==> config.mk <==
export PLATFORM = sky130hd
export DESIGN_NAME = integer_to_ascii_any_base
export DESIGN_NICKNAME = d
export VERILOG_FILES = /design/src/hw/rtl/i2a_pkg.sv /design/src/hw/rtl/i2a_front.sv /design/src/hw/rtl/i2a_queue.sv /design/src/hw/rtl/i2a_back.sv /design/src/hw/rtl/integer_to_ascii_any_base.sv
export SDC_FILE = /design/constraint.sdc
export NUM_CORES = 1
export LEC_CHECK = 0
export BUFFER_PORTS_ARGS = -buffer_cell sky130_fd_sc_hd__buf_2
export CAP_MARGIN = 40
export CORE_ASPECT_RATIO = 2
export CORE_MARGIN = 5
export CORE_UTILIZATION = 40
export CTS_BUF_LIST = sky130_fd_sc_hd__clkbuf_8
export CTS_CLUSTER_SIZE = 10
export DETAILED_ROUTE_END_ITERATION = 8
export SYNTH_ARGS = -nofsm -noshare
export SYNTH_HDL_FRONTEND = slang
export SYNTH_SLANG_ARGS = --single-unit
==> constraint.sdc <==
create_clock -name aclk -period 27.4 [get_ports aclk]
set_clock_uncertainty 0.1 [all_clocks]
set_input_delay 1.37 -clock aclk [delete_from_list [all_inputs] [get_ports aclk]]
set_output_delay 1.37 -clock aclk [all_outputs]
set_load 0.01 [all_outputs]
==> src/hw/rtl/i2a_pkg.sv <==
// shared types and constants for the integer to ascii converter
package i2a_pkg;

    // item field widths
    localparam int VALUE_W     = 32;
    localparam int BASE_W      = 5;
    localparam int CHAR_W      = 7;
    localparam int DIGIT_W     = 4;

    // digit store sizing
    localparam int MAX_DIGITS  = 32;
    localparam int ADDR_W      = $clog2(MAX_DIGITS);
    localparam int CNT_W       = $clog2(MAX_DIGITS + 1);

    // divider: quotient bits resolved per cycle
    localparam int DIV_BITS    = 8;
    localparam int DIV_STEPS   = VALUE_W / DIV_BITS;
    localparam int STEP_W      = $clog2(DIV_STEPS);

    // queue between front and back
    localparam int QUEUE_DEPTH = 2;
    localparam int QPTR_W      = $clog2(QUEUE_DEPTH);
    localparam int QCNT_W      = $clog2(QUEUE_DEPTH + 1);

    // valid radix range
    localparam logic [BASE_W-1:0] BASE_MIN = BASE_W'(2);
    localparam logic [BASE_W-1:0] BASE_MAX = BASE_W'(16);

    // ascii codes
    localparam logic [CHAR_W-1:0] CHAR_ZERO = 7'h30;
    localparam logic [CHAR_W-1:0] CHAR_A    = 7'h41;

    // one classified conversion job
    typedef struct packed {
        logic                err;
        logic [BASE_W-1:0]   base;
        logic [VALUE_W-1:0]  value;
    } job_t;

endpackage

==> src/hw/rtl/i2a_front.sv <==
// front end: input register and radix range check
module i2a_front
    import i2a_pkg::*;
(
    input  logic               aclk,
    input  logic               aresetn,
    input  logic               in_valid,
    output logic               in_ready,
    input  logic [VALUE_W-1:0] in_value,
    input  logic [BASE_W-1:0]  in_base,
    output logic               push_valid,
    input  logic               push_ready,
    output job_t               push_job
);

    logic valid_reg;
    logic valid_next;
    job_t job_reg;
    job_t job_next;
    logic in_take;

    // stage frees up when empty or when its job moves into the queue
    assign in_ready = !valid_reg || push_ready;
    assign in_take  = in_valid && in_ready;

    // classify the incoming item
    always_comb begin
        job_next = job_reg;
        valid_next = valid_reg;
        if (push_ready) begin
            valid_next = 1'b0;
        end
        if (in_take) begin
            valid_next     = 1'b1;
            job_next.value = in_value;
            job_next.base  = in_base;
            job_next.err   = (in_base < BASE_MIN) || (in_base > BASE_MAX);
        end
    end

    always_ff @(posedge aclk) begin
        if (!aresetn) begin
            valid_reg <= 1'b0;
        end else begin
            valid_reg <= valid_next;
        end
        job_reg <= job_next;
    end

    assign push_valid = valid_reg;
    assign push_job   = job_reg;

endmodule

==> src/hw/rtl/i2a_queue.sv <==
// short job queue between front and back
module i2a_queue
    import i2a_pkg::*;
(
    input  logic aclk,
    input  logic aresetn,
    input  logic push_valid,
    output logic push_ready,
    input  job_t push_job,
    output logic pop_valid,
    input  logic pop_ready,
    output job_t pop_job
);

    job_t              entry_reg [QUEUE_DEPTH];
    logic [QPTR_W-1:0] wr_ptr_reg;
    logic [QPTR_W-1:0] rd_ptr_reg;
    logic [QCNT_W-1:0] count_reg;
    logic              do_push;
    logic              do_pop;

    assign push_ready = (count_reg != QCNT_W'(QUEUE_DEPTH));
    assign pop_valid  = (count_reg != '0);
    assign pop_job    = entry_reg[rd_ptr_reg];
    assign do_push    = push_valid && push_ready;
    assign do_pop     = pop_valid && pop_ready;

    // pointers and fill level
    always_ff @(posedge aclk) begin
        if (!aresetn) begin
            wr_ptr_reg <= '0;
            rd_ptr_reg <= '0;
            count_reg  <= '0;
        end else begin
            if (do_push) begin
                wr_ptr_reg <= wr_ptr_reg + 1'b1;
            end
            if (do_pop) begin
                rd_ptr_reg <= rd_ptr_reg + 1'b1;
            end
            if (do_push && !do_pop) begin
                count_reg <= count_reg + 1'b1;
            end else if (do_pop && !do_push) begin
                count_reg <= count_reg - 1'b1;
            end
        end
    end

    // entry storage
    always_ff @(posedge aclk) begin
        if (do_push) begin
            entry_reg[wr_ptr_reg] <= push_job;
        end
    end

endmodule

==> src/hw/rtl/i2a_back.sv <==
// back end: iterative divider, digit store and character output register
module i2a_back
    import i2a_pkg::*;
(
    input  logic              aclk,
    input  logic              aresetn,
    input  logic              pop_valid,
    output logic              pop_ready,
    input  job_t              pop_job,
    output logic              out_valid,
    input  logic              out_ready,
    output logic [CHAR_W-1:0] out_char,
    output logic              out_last,
    output logic              out_err
);

    typedef enum logic [1:0] {
        ST_IDLE,
        ST_DIV,
        ST_RD,
        ST_OUT
    } state_t;

    state_t              state_reg;
    state_t              state_next;
    logic [VALUE_W-1:0]  quot_reg;
    logic [VALUE_W-1:0]  quot_next;
    logic [DIGIT_W-1:0]  rem_reg;
    logic [DIGIT_W-1:0]  rem_next;
    logic [BASE_W-1:0]   base_reg;
    logic [BASE_W-1:0]   base_next;
    logic [STEP_W-1:0]   step_reg;
    logic [STEP_W-1:0]   step_next;
    logic [CNT_W-1:0]    cnt_reg;
    logic [CNT_W-1:0]    cnt_next;
    logic                ov_reg;
    logic                ov_next;
    logic [CHAR_W-1:0]   char_reg;
    logic [CHAR_W-1:0]   char_next;
    logic                last_reg;
    logic                last_next;
    logic                err_reg;
    logic                err_next;

    logic [DIGIT_W-1:0]  digit_mem [MAX_DIGITS];
    logic [DIGIT_W-1:0]  rd_data_reg;
    logic                wr_en;
    logic [CNT_W-1:0]    rd_idx;
    logic [CNT_W-1:0]    cnt_inc;
    logic                out_free;
    logic                take_job;

    logic [BASE_W-1:0]   part_rem;
    logic [DIV_BITS-1:0] part_quot;

    // digit value to ascii
    function automatic logic [CHAR_W-1:0] digit_char(input logic [DIGIT_W-1:0] d);
        logic [CHAR_W-1:0] c;
        if (d < DIGIT_W'(10)) begin
            c = CHAR_ZERO + CHAR_W'(d);
        end else begin
            c = CHAR_A + CHAR_W'(d) - CHAR_W'(10);
        end
        return c;
    endfunction

    assign out_free = !ov_reg || out_ready;
    assign rd_idx   = cnt_reg - 1'b1;
    assign cnt_inc  = cnt_reg + 1'b1;

    // a bad radix needs the output register, a good one only the divider
    assign pop_ready = (state_reg == ST_IDLE) && (!pop_job.err || out_free);
    assign take_job  = pop_valid && pop_ready;

    // restoring division, DIV_BITS quotient bits per cycle
    always_comb begin
        part_rem  = {1'b0, rem_reg};
        part_quot = '0;
        for (int i = 0; i < DIV_BITS; i++) begin
            part_rem = {part_rem[DIGIT_W-1:0], quot_reg[VALUE_W-1-i]};
            if (part_rem >= base_reg) begin
                part_rem     = part_rem - base_reg;
                part_quot[DIV_BITS-1-i] = 1'b1;
            end
        end
    end

    // sequencer
    always_comb begin
        state_next = state_reg;
        quot_next  = quot_reg;
        rem_next   = rem_reg;
        base_next  = base_reg;
        step_next  = step_reg;
        cnt_next   = cnt_reg;
        char_next  = char_reg;
        last_next  = last_reg;
        err_next   = err_reg;
        ov_next    = ov_reg && !out_ready;
        wr_en      = 1'b0;
        unique case (state_reg)
            ST_IDLE: begin
                if (take_job) begin
                    if (pop_job.err) begin
                        ov_next   = 1'b1;
                        char_next = CHAR_ZERO;
                        last_next = 1'b1;
                        err_next  = 1'b1;
                    end else begin
                        quot_next  = pop_job.value;
                        base_next  = pop_job.base;
                        rem_next   = '0;
                        step_next  = '0;
                        cnt_next   = '0;
                        state_next = ST_DIV;
                    end
                end
            end
            ST_DIV: begin
                quot_next = {quot_reg[VALUE_W-DIV_BITS-1:0], part_quot};
                rem_next  = part_rem[DIGIT_W-1:0];
                step_next = step_reg + 1'b1;
                if (step_reg == STEP_W'(DIV_STEPS - 1)) begin
                    // one digit done: store remainder, go on with quotient
                    wr_en    = 1'b1;
                    cnt_next = cnt_inc;
                    rem_next = '0;
                    if (quot_next == '0 || cnt_inc == CNT_W'(MAX_DIGITS)) begin
                        state_next = ST_RD;
                    end
                end
            end
            ST_RD: begin
                state_next = ST_OUT;
            end
            ST_OUT: begin
                if (out_free) begin
                    ov_next   = 1'b1;
                    char_next = digit_char(rd_data_reg);
                    last_next = (rd_idx == '0);
                    err_next  = 1'b0;
                    cnt_next  = rd_idx;
                    if (rd_idx == '0) begin
                        state_next = ST_IDLE;
                    end else begin
                        state_next = ST_RD;
                    end
                end
            end
            default: begin
                state_next = ST_IDLE;
            end
        endcase
    end

    always_ff @(posedge aclk) begin
        if (!aresetn) begin
            state_reg <= ST_IDLE;
            ov_reg    <= 1'b0;
            cnt_reg   <= '0;
            quot_reg  <= '0;
        end else begin
            state_reg <= state_next;
            ov_reg    <= ov_next;
            cnt_reg   <= cnt_next;
            quot_reg  <= quot_next;
        end
        rem_reg  <= rem_next;
        base_reg <= base_next;
        step_reg <= step_next;
        char_reg <= char_next;
        last_reg <= last_next;
        err_reg  <= err_next;
    end

    // digit store, least significant digit at address zero
    always_ff @(posedge aclk) begin
        if (wr_en) begin
            digit_mem[cnt_reg[ADDR_W-1:0]] <= part_rem[DIGIT_W-1:0];
        end
        rd_data_reg <= digit_mem[rd_idx[ADDR_W-1:0]];
    end

    assign out_valid = ov_reg;
    assign out_char  = char_reg;
    assign out_last  = last_reg;
    assign out_err   = err_reg;

endmodule

==> src/hw/rtl/integer_to_ascii_any_base.sv <==
// top level: unsigned integer to ascii text in radix 2 to 16
//
// s_axis takes one item per number: tdata[31:0] is the value, tdata[36:32]
// the radix. m_axis gives one item per character, most significant digit
// first, '0'-'9' then 'A'-'F' in tdata[6:0]; tlast marks the final
// character, tuser flags a radix outside 2..16 (one '0' item, tlast set).
// A zero value gives a single '0'.
// The front registers and checks each item and drops it into a two-entry
// queue, so up to three items can be taken while the back is busy.
// The back divides by the radix eight quotient bits per cycle, one digit per
// pass over the quotient, then reads each character back from the digit store.
// The first character comes out only once every digit has been divided out.
// When the receiver stalls, the output register holds its character and
// the back waits; the front accepts until queue and input register are full.
// Reset (aresetn low, synchronous) empties the queue and the output
// register; no clearing pass is needed.
module integer_to_ascii_any_base
    import i2a_pkg::*;
(
    input  logic        aclk,
    input  logic        aresetn,
    input  logic        s_axis_tvalid,
    output logic        s_axis_tready,
    input  logic [39:0] s_axis_tdata,   // value[31:0], base[36:32], zero fill
    output logic        m_axis_tvalid,
    input  logic        m_axis_tready,
    output logic [7:0]  m_axis_tdata,   // character[6:0], zero fill
    output logic        m_axis_tlast,
    output logic        m_axis_tuser    // error[0]
);

    logic              push_valid;
    logic              push_ready;
    job_t              push_job;
    logic              pop_valid;
    logic              pop_ready;
    job_t              pop_job;
    logic [CHAR_W-1:0] out_char;

    i2a_front u_front (
        .aclk       (aclk),
        .aresetn    (aresetn),
        .in_valid   (s_axis_tvalid),
        .in_ready   (s_axis_tready),
        .in_value   (s_axis_tdata[VALUE_W-1:0]),
        .in_base    (s_axis_tdata[VALUE_W+BASE_W-1:VALUE_W]),
        .push_valid (push_valid),
        .push_ready (push_ready),
        .push_job   (push_job)
    );

    i2a_queue u_queue (
        .aclk       (aclk),
        .aresetn    (aresetn),
        .push_valid (push_valid),
        .push_ready (push_ready),
        .push_job   (push_job),
        .pop_valid  (pop_valid),
        .pop_ready  (pop_ready),
        .pop_job    (pop_job)
    );

    i2a_back u_back (
        .aclk      (aclk),
        .aresetn   (aresetn),
        .pop_valid (pop_valid),
        .pop_ready (pop_ready),
        .pop_job   (pop_job),
        .out_valid (m_axis_tvalid),
        .out_ready (m_axis_tready),
        .out_char  (out_char),
        .out_last  (m_axis_tlast),
        .out_err   (m_axis_tuser)
    );

    assign m_axis_tdata = {1'b0, out_char};

endmodule

# After elaboration in Yosys (flattened, before gate mapping)
# Memories as Yosys holds them, arrays and structs flattened. A register that Yosys moved wholly into a read port is not among the register bits.
# Index checks and enable logic that the tools add are counted.
# classes
n_addsub,18
magnitude_cmp,11
n_eq_ne,12
mux,65
bitwise_logic,1
reduce_logical,32
# ops
operator,count
$mux W32,2
$pmux W32 S2,1
$mux W4,11
$ge A5 B5 Y1,8
$logic_not A32 Y1,1
$sub A4 B4 Y4,8
$mux W7,4
$mux W1,25
$mux W6,4
$mux W2,10
$pmux W6 S3,1
$pmux W7 S2,1
$reduce_and A5 Y1,2
$reduce_bool A2 Y1,5
$ne A2 B1 Y1 const B,4
$pmux W2 S4,1
$pmux W4 S2,1
$add A6 B4 Y7 const A,1
$add A7 B4 Y7 const A,1
$logic_and A1 B1 Y1,7
$sub A7 B4 Y7 const B,1
$add A6 B1 Y6 const B,1
$eq A2 B2 Y1 const B,3
$eq A6 B6 Y1 const B,1
other kinds (19),35
# word_totals
regBits,104
ramBits,204
input_bits,44
mem_count,2
# mem_list
memory,words,word_bits,rd,rd_clocked_by_memory_dff,wr,line,rtl
u_back.digit_mem,32,4,1,1,1,i2a_back.sv:45,logic [DIGIT_W-1:0] digit_mem [MAX_DIGITS];
u_queue.entry_reg,2,38,1,1,1,i2a_queue.sv:15,job_t entry_reg [QUEUE_DEPTH];

# Depth between registers and ports, before layout
# logic_depth
ltp_word,21
mapped_depth,54

# Hierarchy
# A second synthesis with hierarchy kept.
# hier_totals
cells_unflattened,963
hier_area_um2,14189.9
# by_module_without_submodules
mod,instances,cells_each,area_per_inst_um2,seq_area_each_um2
i2a_back,1,773,9985.8,5345.1
i2a_queue,1,142,2980.4,2382.3
i2a_front,1,46,1212.4,1161.1
integer_to_ascii_any_base,1,2,11.3,0.0

# Worst setup path after synthesis
# No wires, ideal clock.
# synth_path
path_kind,register -> register
start,register u_back.base_reg[1]
end,"memory u_back.digit_mem[0][0], data pin"
arrival_ns,10.418
t_required_ns,26.919
slack_ns,16.502
path_stages_with_launch,46
synth_period_minus_slack_ns,10.898
path_cell_list,edfxtp_1 -> inv_1 -> ha_1 -> nand4_1 -> a21oi_1 -> a211o_1 -> buf_6 -> mux2_2 -> ha_1 -> nand4_1 -> a21oi_1 -> a211o_1 -> buf_4 -> nor2_1 -> a21oi_1 -> ha_1 -> a21oi_2 -> nand2_1 -> [10 not listed] -> a31oi_4 -> mux2_2 -> inv_1 -> ha_1 -> a21o_1 -> a31oi_1 -> o21ai_1 -> mux2_2 -> ha_1 -> or2_2 -> o22ai_2 -> mux2i_1 -> ha_1 -> a21o_1 -> a31oi_1 -> o21ai_1 -> nor2_1 -> a21oi_1
# synth_via
elab_chain_cells,16
# synth_rtl
item,line,rtl
from (decl),i2a_back.sv:30,logic [BASE_W-1:0] base_reg;
from (signal assigned),i2a_back.sv:169,base_reg <= base_next;
$sub A4 B4 Y4 or $ge A5 B5 Y1 (tied branches),"i2a_back.sv:82, i2a_back.sv:81",
$mux W4,i2a_back.sv:81,if (part_rem >= base_reg) begin
$sub A4 B4 Y4 or $ge A5 B5 Y1 (tied branches),"i2a_back.sv:82, i2a_back.sv:81",
$mux W4,i2a_back.sv:81,
$sub A4 B4 Y4 or $ge A5 B5 Y1 (tied branches),"i2a_back.sv:82, i2a_back.sv:81",
$mux W4,i2a_back.sv:81,
$ge A5 B5 Y1 or $sub A4 B4 Y4 (tied branches),"i2a_back.sv:81, i2a_back.sv:82",
$mux W4,i2a_back.sv:81,
$sub A4 B4 Y4 or $ge A5 B5 Y1 (tied branches),"i2a_back.sv:82, i2a_back.sv:81",
$mux W4,i2a_back.sv:81,
$sub A4 B4 Y4 or $ge A5 B5 Y1 (tied branches),"i2a_back.sv:82, i2a_back.sv:81",
$mux W4,i2a_back.sv:81,
$sub A4 B4 Y4 or $ge A5 B5 Y1 (tied branches),"i2a_back.sv:82, i2a_back.sv:81",
$mux W4,i2a_back.sv:81,
$ge A5 B5 Y1 (*),i2a_back.sv:81,
$mux W4 (*),i2a_back.sv:81,
net u_back.part_rem[0],i2a_back.sv:53,logic [BASE_W-1:0] part_rem;
to (decl),i2a_back.sv:45,
# The timed path passes the listed nets; every way through them passes the cells marked *.

# Worst setup path in the final report
# layout_path
start,register u_back.base_reg[1]
end,register u_back.state_reg[1]
# layout_via
elab_chain_cells,20
# layout_rtl
item,line,rtl
$sub A4 B4 Y4 or $ge A5 B5 Y1 (tied branches),"i2a_back.sv:82, i2a_back.sv:81",
$mux W4,i2a_back.sv:81,
$sub A4 B4 Y4 or $ge A5 B5 Y1 (tied branches),"i2a_back.sv:82, i2a_back.sv:81",
$mux W4,i2a_back.sv:81,
$sub A4 B4 Y4 or $ge A5 B5 Y1 (tied branches),"i2a_back.sv:82, i2a_back.sv:81",
$mux W4,i2a_back.sv:81,
$ge A5 B5 Y1 or $sub A4 B4 Y4 (tied branches),"i2a_back.sv:81, i2a_back.sv:82",
$mux W4,i2a_back.sv:81,
[4 not listed],-,
$sub A4 B4 Y4 or $ge A5 B5 Y1 (tied branches),"i2a_back.sv:82, i2a_back.sv:81",
$mux W4,i2a_back.sv:81,
$ge A5 B5 Y1,i2a_back.sv:81,
$mux W1,i2a_back.sv:81,
$logic_not A32 Y1 (*),i2a_back.sv:128,if (quot_next == '0 || cnt_inc == CNT_W'(MAX_DIGITS)) begin
$logic_or A1 B1 Y1 (*),i2a_back.sv:128,
$ne A2 B1 Y1 (no line) (*),-,
$reduce_and A5 Y1 (no line) (*),-,
to (signal assigned),i2a_back.sv:163,state_reg <= state_next;
to (decl),i2a_back.sv:24,state_t state_reg;
# Mark *: on every way between the ends. The rest lies on a longest branch, timed or not.
# A chain may end at the register's enable or synchronous reset.

==> impl_results.md <==
- Clock Tree Buf Depth: 3
- Die H: 275.5 um
- F_max: between 0.07 and 0.08 GHz
- Unrepaired setup endpoints after global routing: false
- Largest net degree at the start of global routing: a little under 80
- Critical Path Max Stage Delay: ~0.70 ns
- Slew HR: between 40% and 50%
- Count of buffers inserted at the top-level ports: 51
- Flops & latches, synth: ~310
- Critical path's most frequent cell: ha_1
- # DRC: 0
- Die W: 142.7 um
- Vias in the first global route: between 8,000 and 9,000
- Post-synth EDFFs: approximately 260
- Syn_area_per_cell: between 10 and 15 um2
- Total Routing Usage GR: approximately 15%
- Initial antenna violation count: 1
- Yosys warnings: 0
- Net Count, Synth: 1,125
- DIE AREA: a little under 40,000 um2
- Period utilization: 48.49%
- Routed len/inst: about 18 um
- Hold Vio Cnt, Final: 0
- Final Critical Period: 13.29 ns
- Post-route ant nets: 0
- Final Net Count: 1,190
- Hold buffer count at CTS: 0
- Clock H-tree levels: 2
- Share of layout cells above drive strength 1: approximately 18%
- Crit path required time: between 20 and 30 ns
- Worst-skew pair later-pin latency: ~0.58 ns
- Actual slew at the worst max-slew pin: 0.8876 ns
- Arrival time worst endpoint: 13.63 ns
- Post-Syn Area: roughly 14,000 um2
- CTS buffer count: 45
- Fill cells: roughly 3,200
- First-pass GRT wire length: approximately 46 mm
- Row count: 97
- Core area: ~35,000 um2
- Crit start category: register
- Post-CTS Resized: 0
- CP Max Fanout: 10
- Setup violators final: 0
- Synth-to-layout area growth: 12.02%
- Vias per cell: 5.091
- Clock slew at reported path FFs: approximately 0.07 ns
- Setup Buffers After CTS: 0
- CTS tree: built
- Placer Congestion: 0.8280
- DR vias: 7,987
- I/O pins: 56
- Crit. End Element: register
- Max_cap viols: 0
- Synth unique cells: 58
- Async SR Flop Fraction: 0%
- Root buffer cell: clkbuf_8
- Post-Syn Instances: roughly 1,000
- CP Class: reg2reg
- Drt first pass iters: 4
- GRT overflow: 0
- Largest register FFs: 128
- Sequential element share of the synthesized area: between 60% and 70%
- Drt total wl: around 29 mm
- Setup TNS: 0 ns
- Ys flop type: edfxtp_1
- # clock sinks: around 310
- Slew Limit Fails: 0
- Min Hold Slack: 0.3451 ns
- Worst min-delay path category: reg2reg
- Initial Util: 40.32%
- Post-DP HPWL: around 21 mm
- Status: finished clean
- Iter 0 DRT Violations: about 270
- CP max stage cell: edfxtp_1
## per-layer routing
metal	vias to the layer above	track usage, %	wire length (um)
met5	-	0	0
li1	3917	-	-
met2	147	31.38	17660
met3	75	2.115	911
met4	0	7.561	1310
met1	3848	13.57	9142
## cell families (layout without fill, tap and decap cells)
| logic type | count (synthesis) | after routing | share of synthesized area [%] |
|---|---|---|---|
| and+or+nand+nor | 256 | 256 | 8.779 |
| other | 1 | 2 | 0.02661 |
| xor gates and xnor gates | 25 | 25 | 1.553 |
| muxes | 99 | 99 | 10.60 |
| buffers and inverters | 92 | 194 | 2.707 |
| DFF | 313 | 313 | 63.06 |
| adders and majority gates | 60 | 60 | 5.752 |
| AOI/OAI and AO/OA | 175 | 175 | 7.519 |
## worst max-delay path: cells and delay by family, from the launching register on
kind / cells / cell delay (ns)
AND/OR/NAND/NOR: 7 / 1.35
adder cells (fa/ha/maj): 8 / 2.76
flip-flops: 1 / 0.70
AO/OA/AOI/OAI: 24 / 5.72
multiplexers: 5 / 1.85
buffers and inverters: 4 / 0.66
## cell usage in the layout (no fill, tap or decap), drive strengths merged, types with 24 or more instances in the layout
cell type  instances
dfxtp             51
nand2             57
mux4              36
inv               53
ha                52
a21oi             70
nor2              91
edfxtp           262
o21ai             54
clkbuf            47
mux2i             44
clkinv            24
buf               65
and2              40
## cell usage after synthesis, types with 3 or more instances
cell	count	share of area, %
mux4_2	36	5.8
nor3_1	8	0.28
fa_1	8	1.1
a211o_1	3	0.19
nand3b_1	4	0.21
nor2_1	91	2.4
clkbuf_1	29	0.77
xor2_1	4	0.25
and2_1	40	1.8
o21ai_0	50	1.8
buf_4	3	0.16
a31oi_1	4	0.18
nand2b_1	7	0.31
ha_1	52	4.6
mux2_2	19	1.5
xnor2_1	21	1.3
inv_1	45	1.2
nand3_1	12	0.43
o211a_1	3	0.21
a22oi_1	3	0.16
nor4_1	10	0.44
mux2i_1	41	2.9
a21oi_1	69	2.5
edfxtp_1	262	56
dfxtp_1	51	7.2
nand2_1	57	1.5
buf_1	5	0.13
a211oi_1	6	0.32
a21o_1	13	0.69
a21boi_0	3	0.16
or3_1	4	0.18
nand4_1	4	0.18
buf_2	8	0.28
nor2b_1	10	0.44
o22a_1	4	0.25
## metrics by stage
stage               worst slack [ns]  instances  utilization (%)  cell area (um2)
floorplan                      16.50       1021                -            14090
global placement               13.88       1476            42.26            14770
detailed placement             13.98       1484            42.62            14900
CTS                            13.91       1568            45.16            15790
global route                   13.09       1569            45.17            15790
finish                         14.11       1569            45.17            15790
## layout make-up
cell class              count  area [um2]  area share (%)
multi-input cells         616        4855           30.75
repair buffers             65       425.4           2.694
well taps                 445       556.8           3.526
clock buffers              47       646.9           4.097
flip-flops and latches    313        8891           56.31
diodes                      1       2.502         0.01585
inverters                  45       168.9           1.070
clock inverters            37       242.7           1.537
## worst paths after layout
kind | startpoint | to | slack [ns] | cells after the start
worst min register to register | u_front.push_job[11]$_DFFE_PP_ | u_queue.entry_reg[0][11]$_DFFE_PP_ | 0.35 | 0
worst max-delay path | u_back.base_reg[1]$_DFFE_PP_ | u_back.state_reg[1]$_SDFFE_PN0P_ | 14.11 | 48
worst min-delay path | u_front.push_job[11]$_DFFE_PP_ | u_queue.entry_reg[0][11]$_DFFE_PP_ | 0.35 | 0
worst max register to register | u_back.base_reg[1]$_DFFE_PP_ | u_back.state_reg[1]$_SDFFE_PN0P_ | 14.11 | 48
Power is not shown: default switching activity piles up to over one toggle a cycle in this logic, so the estimate is an artifact.
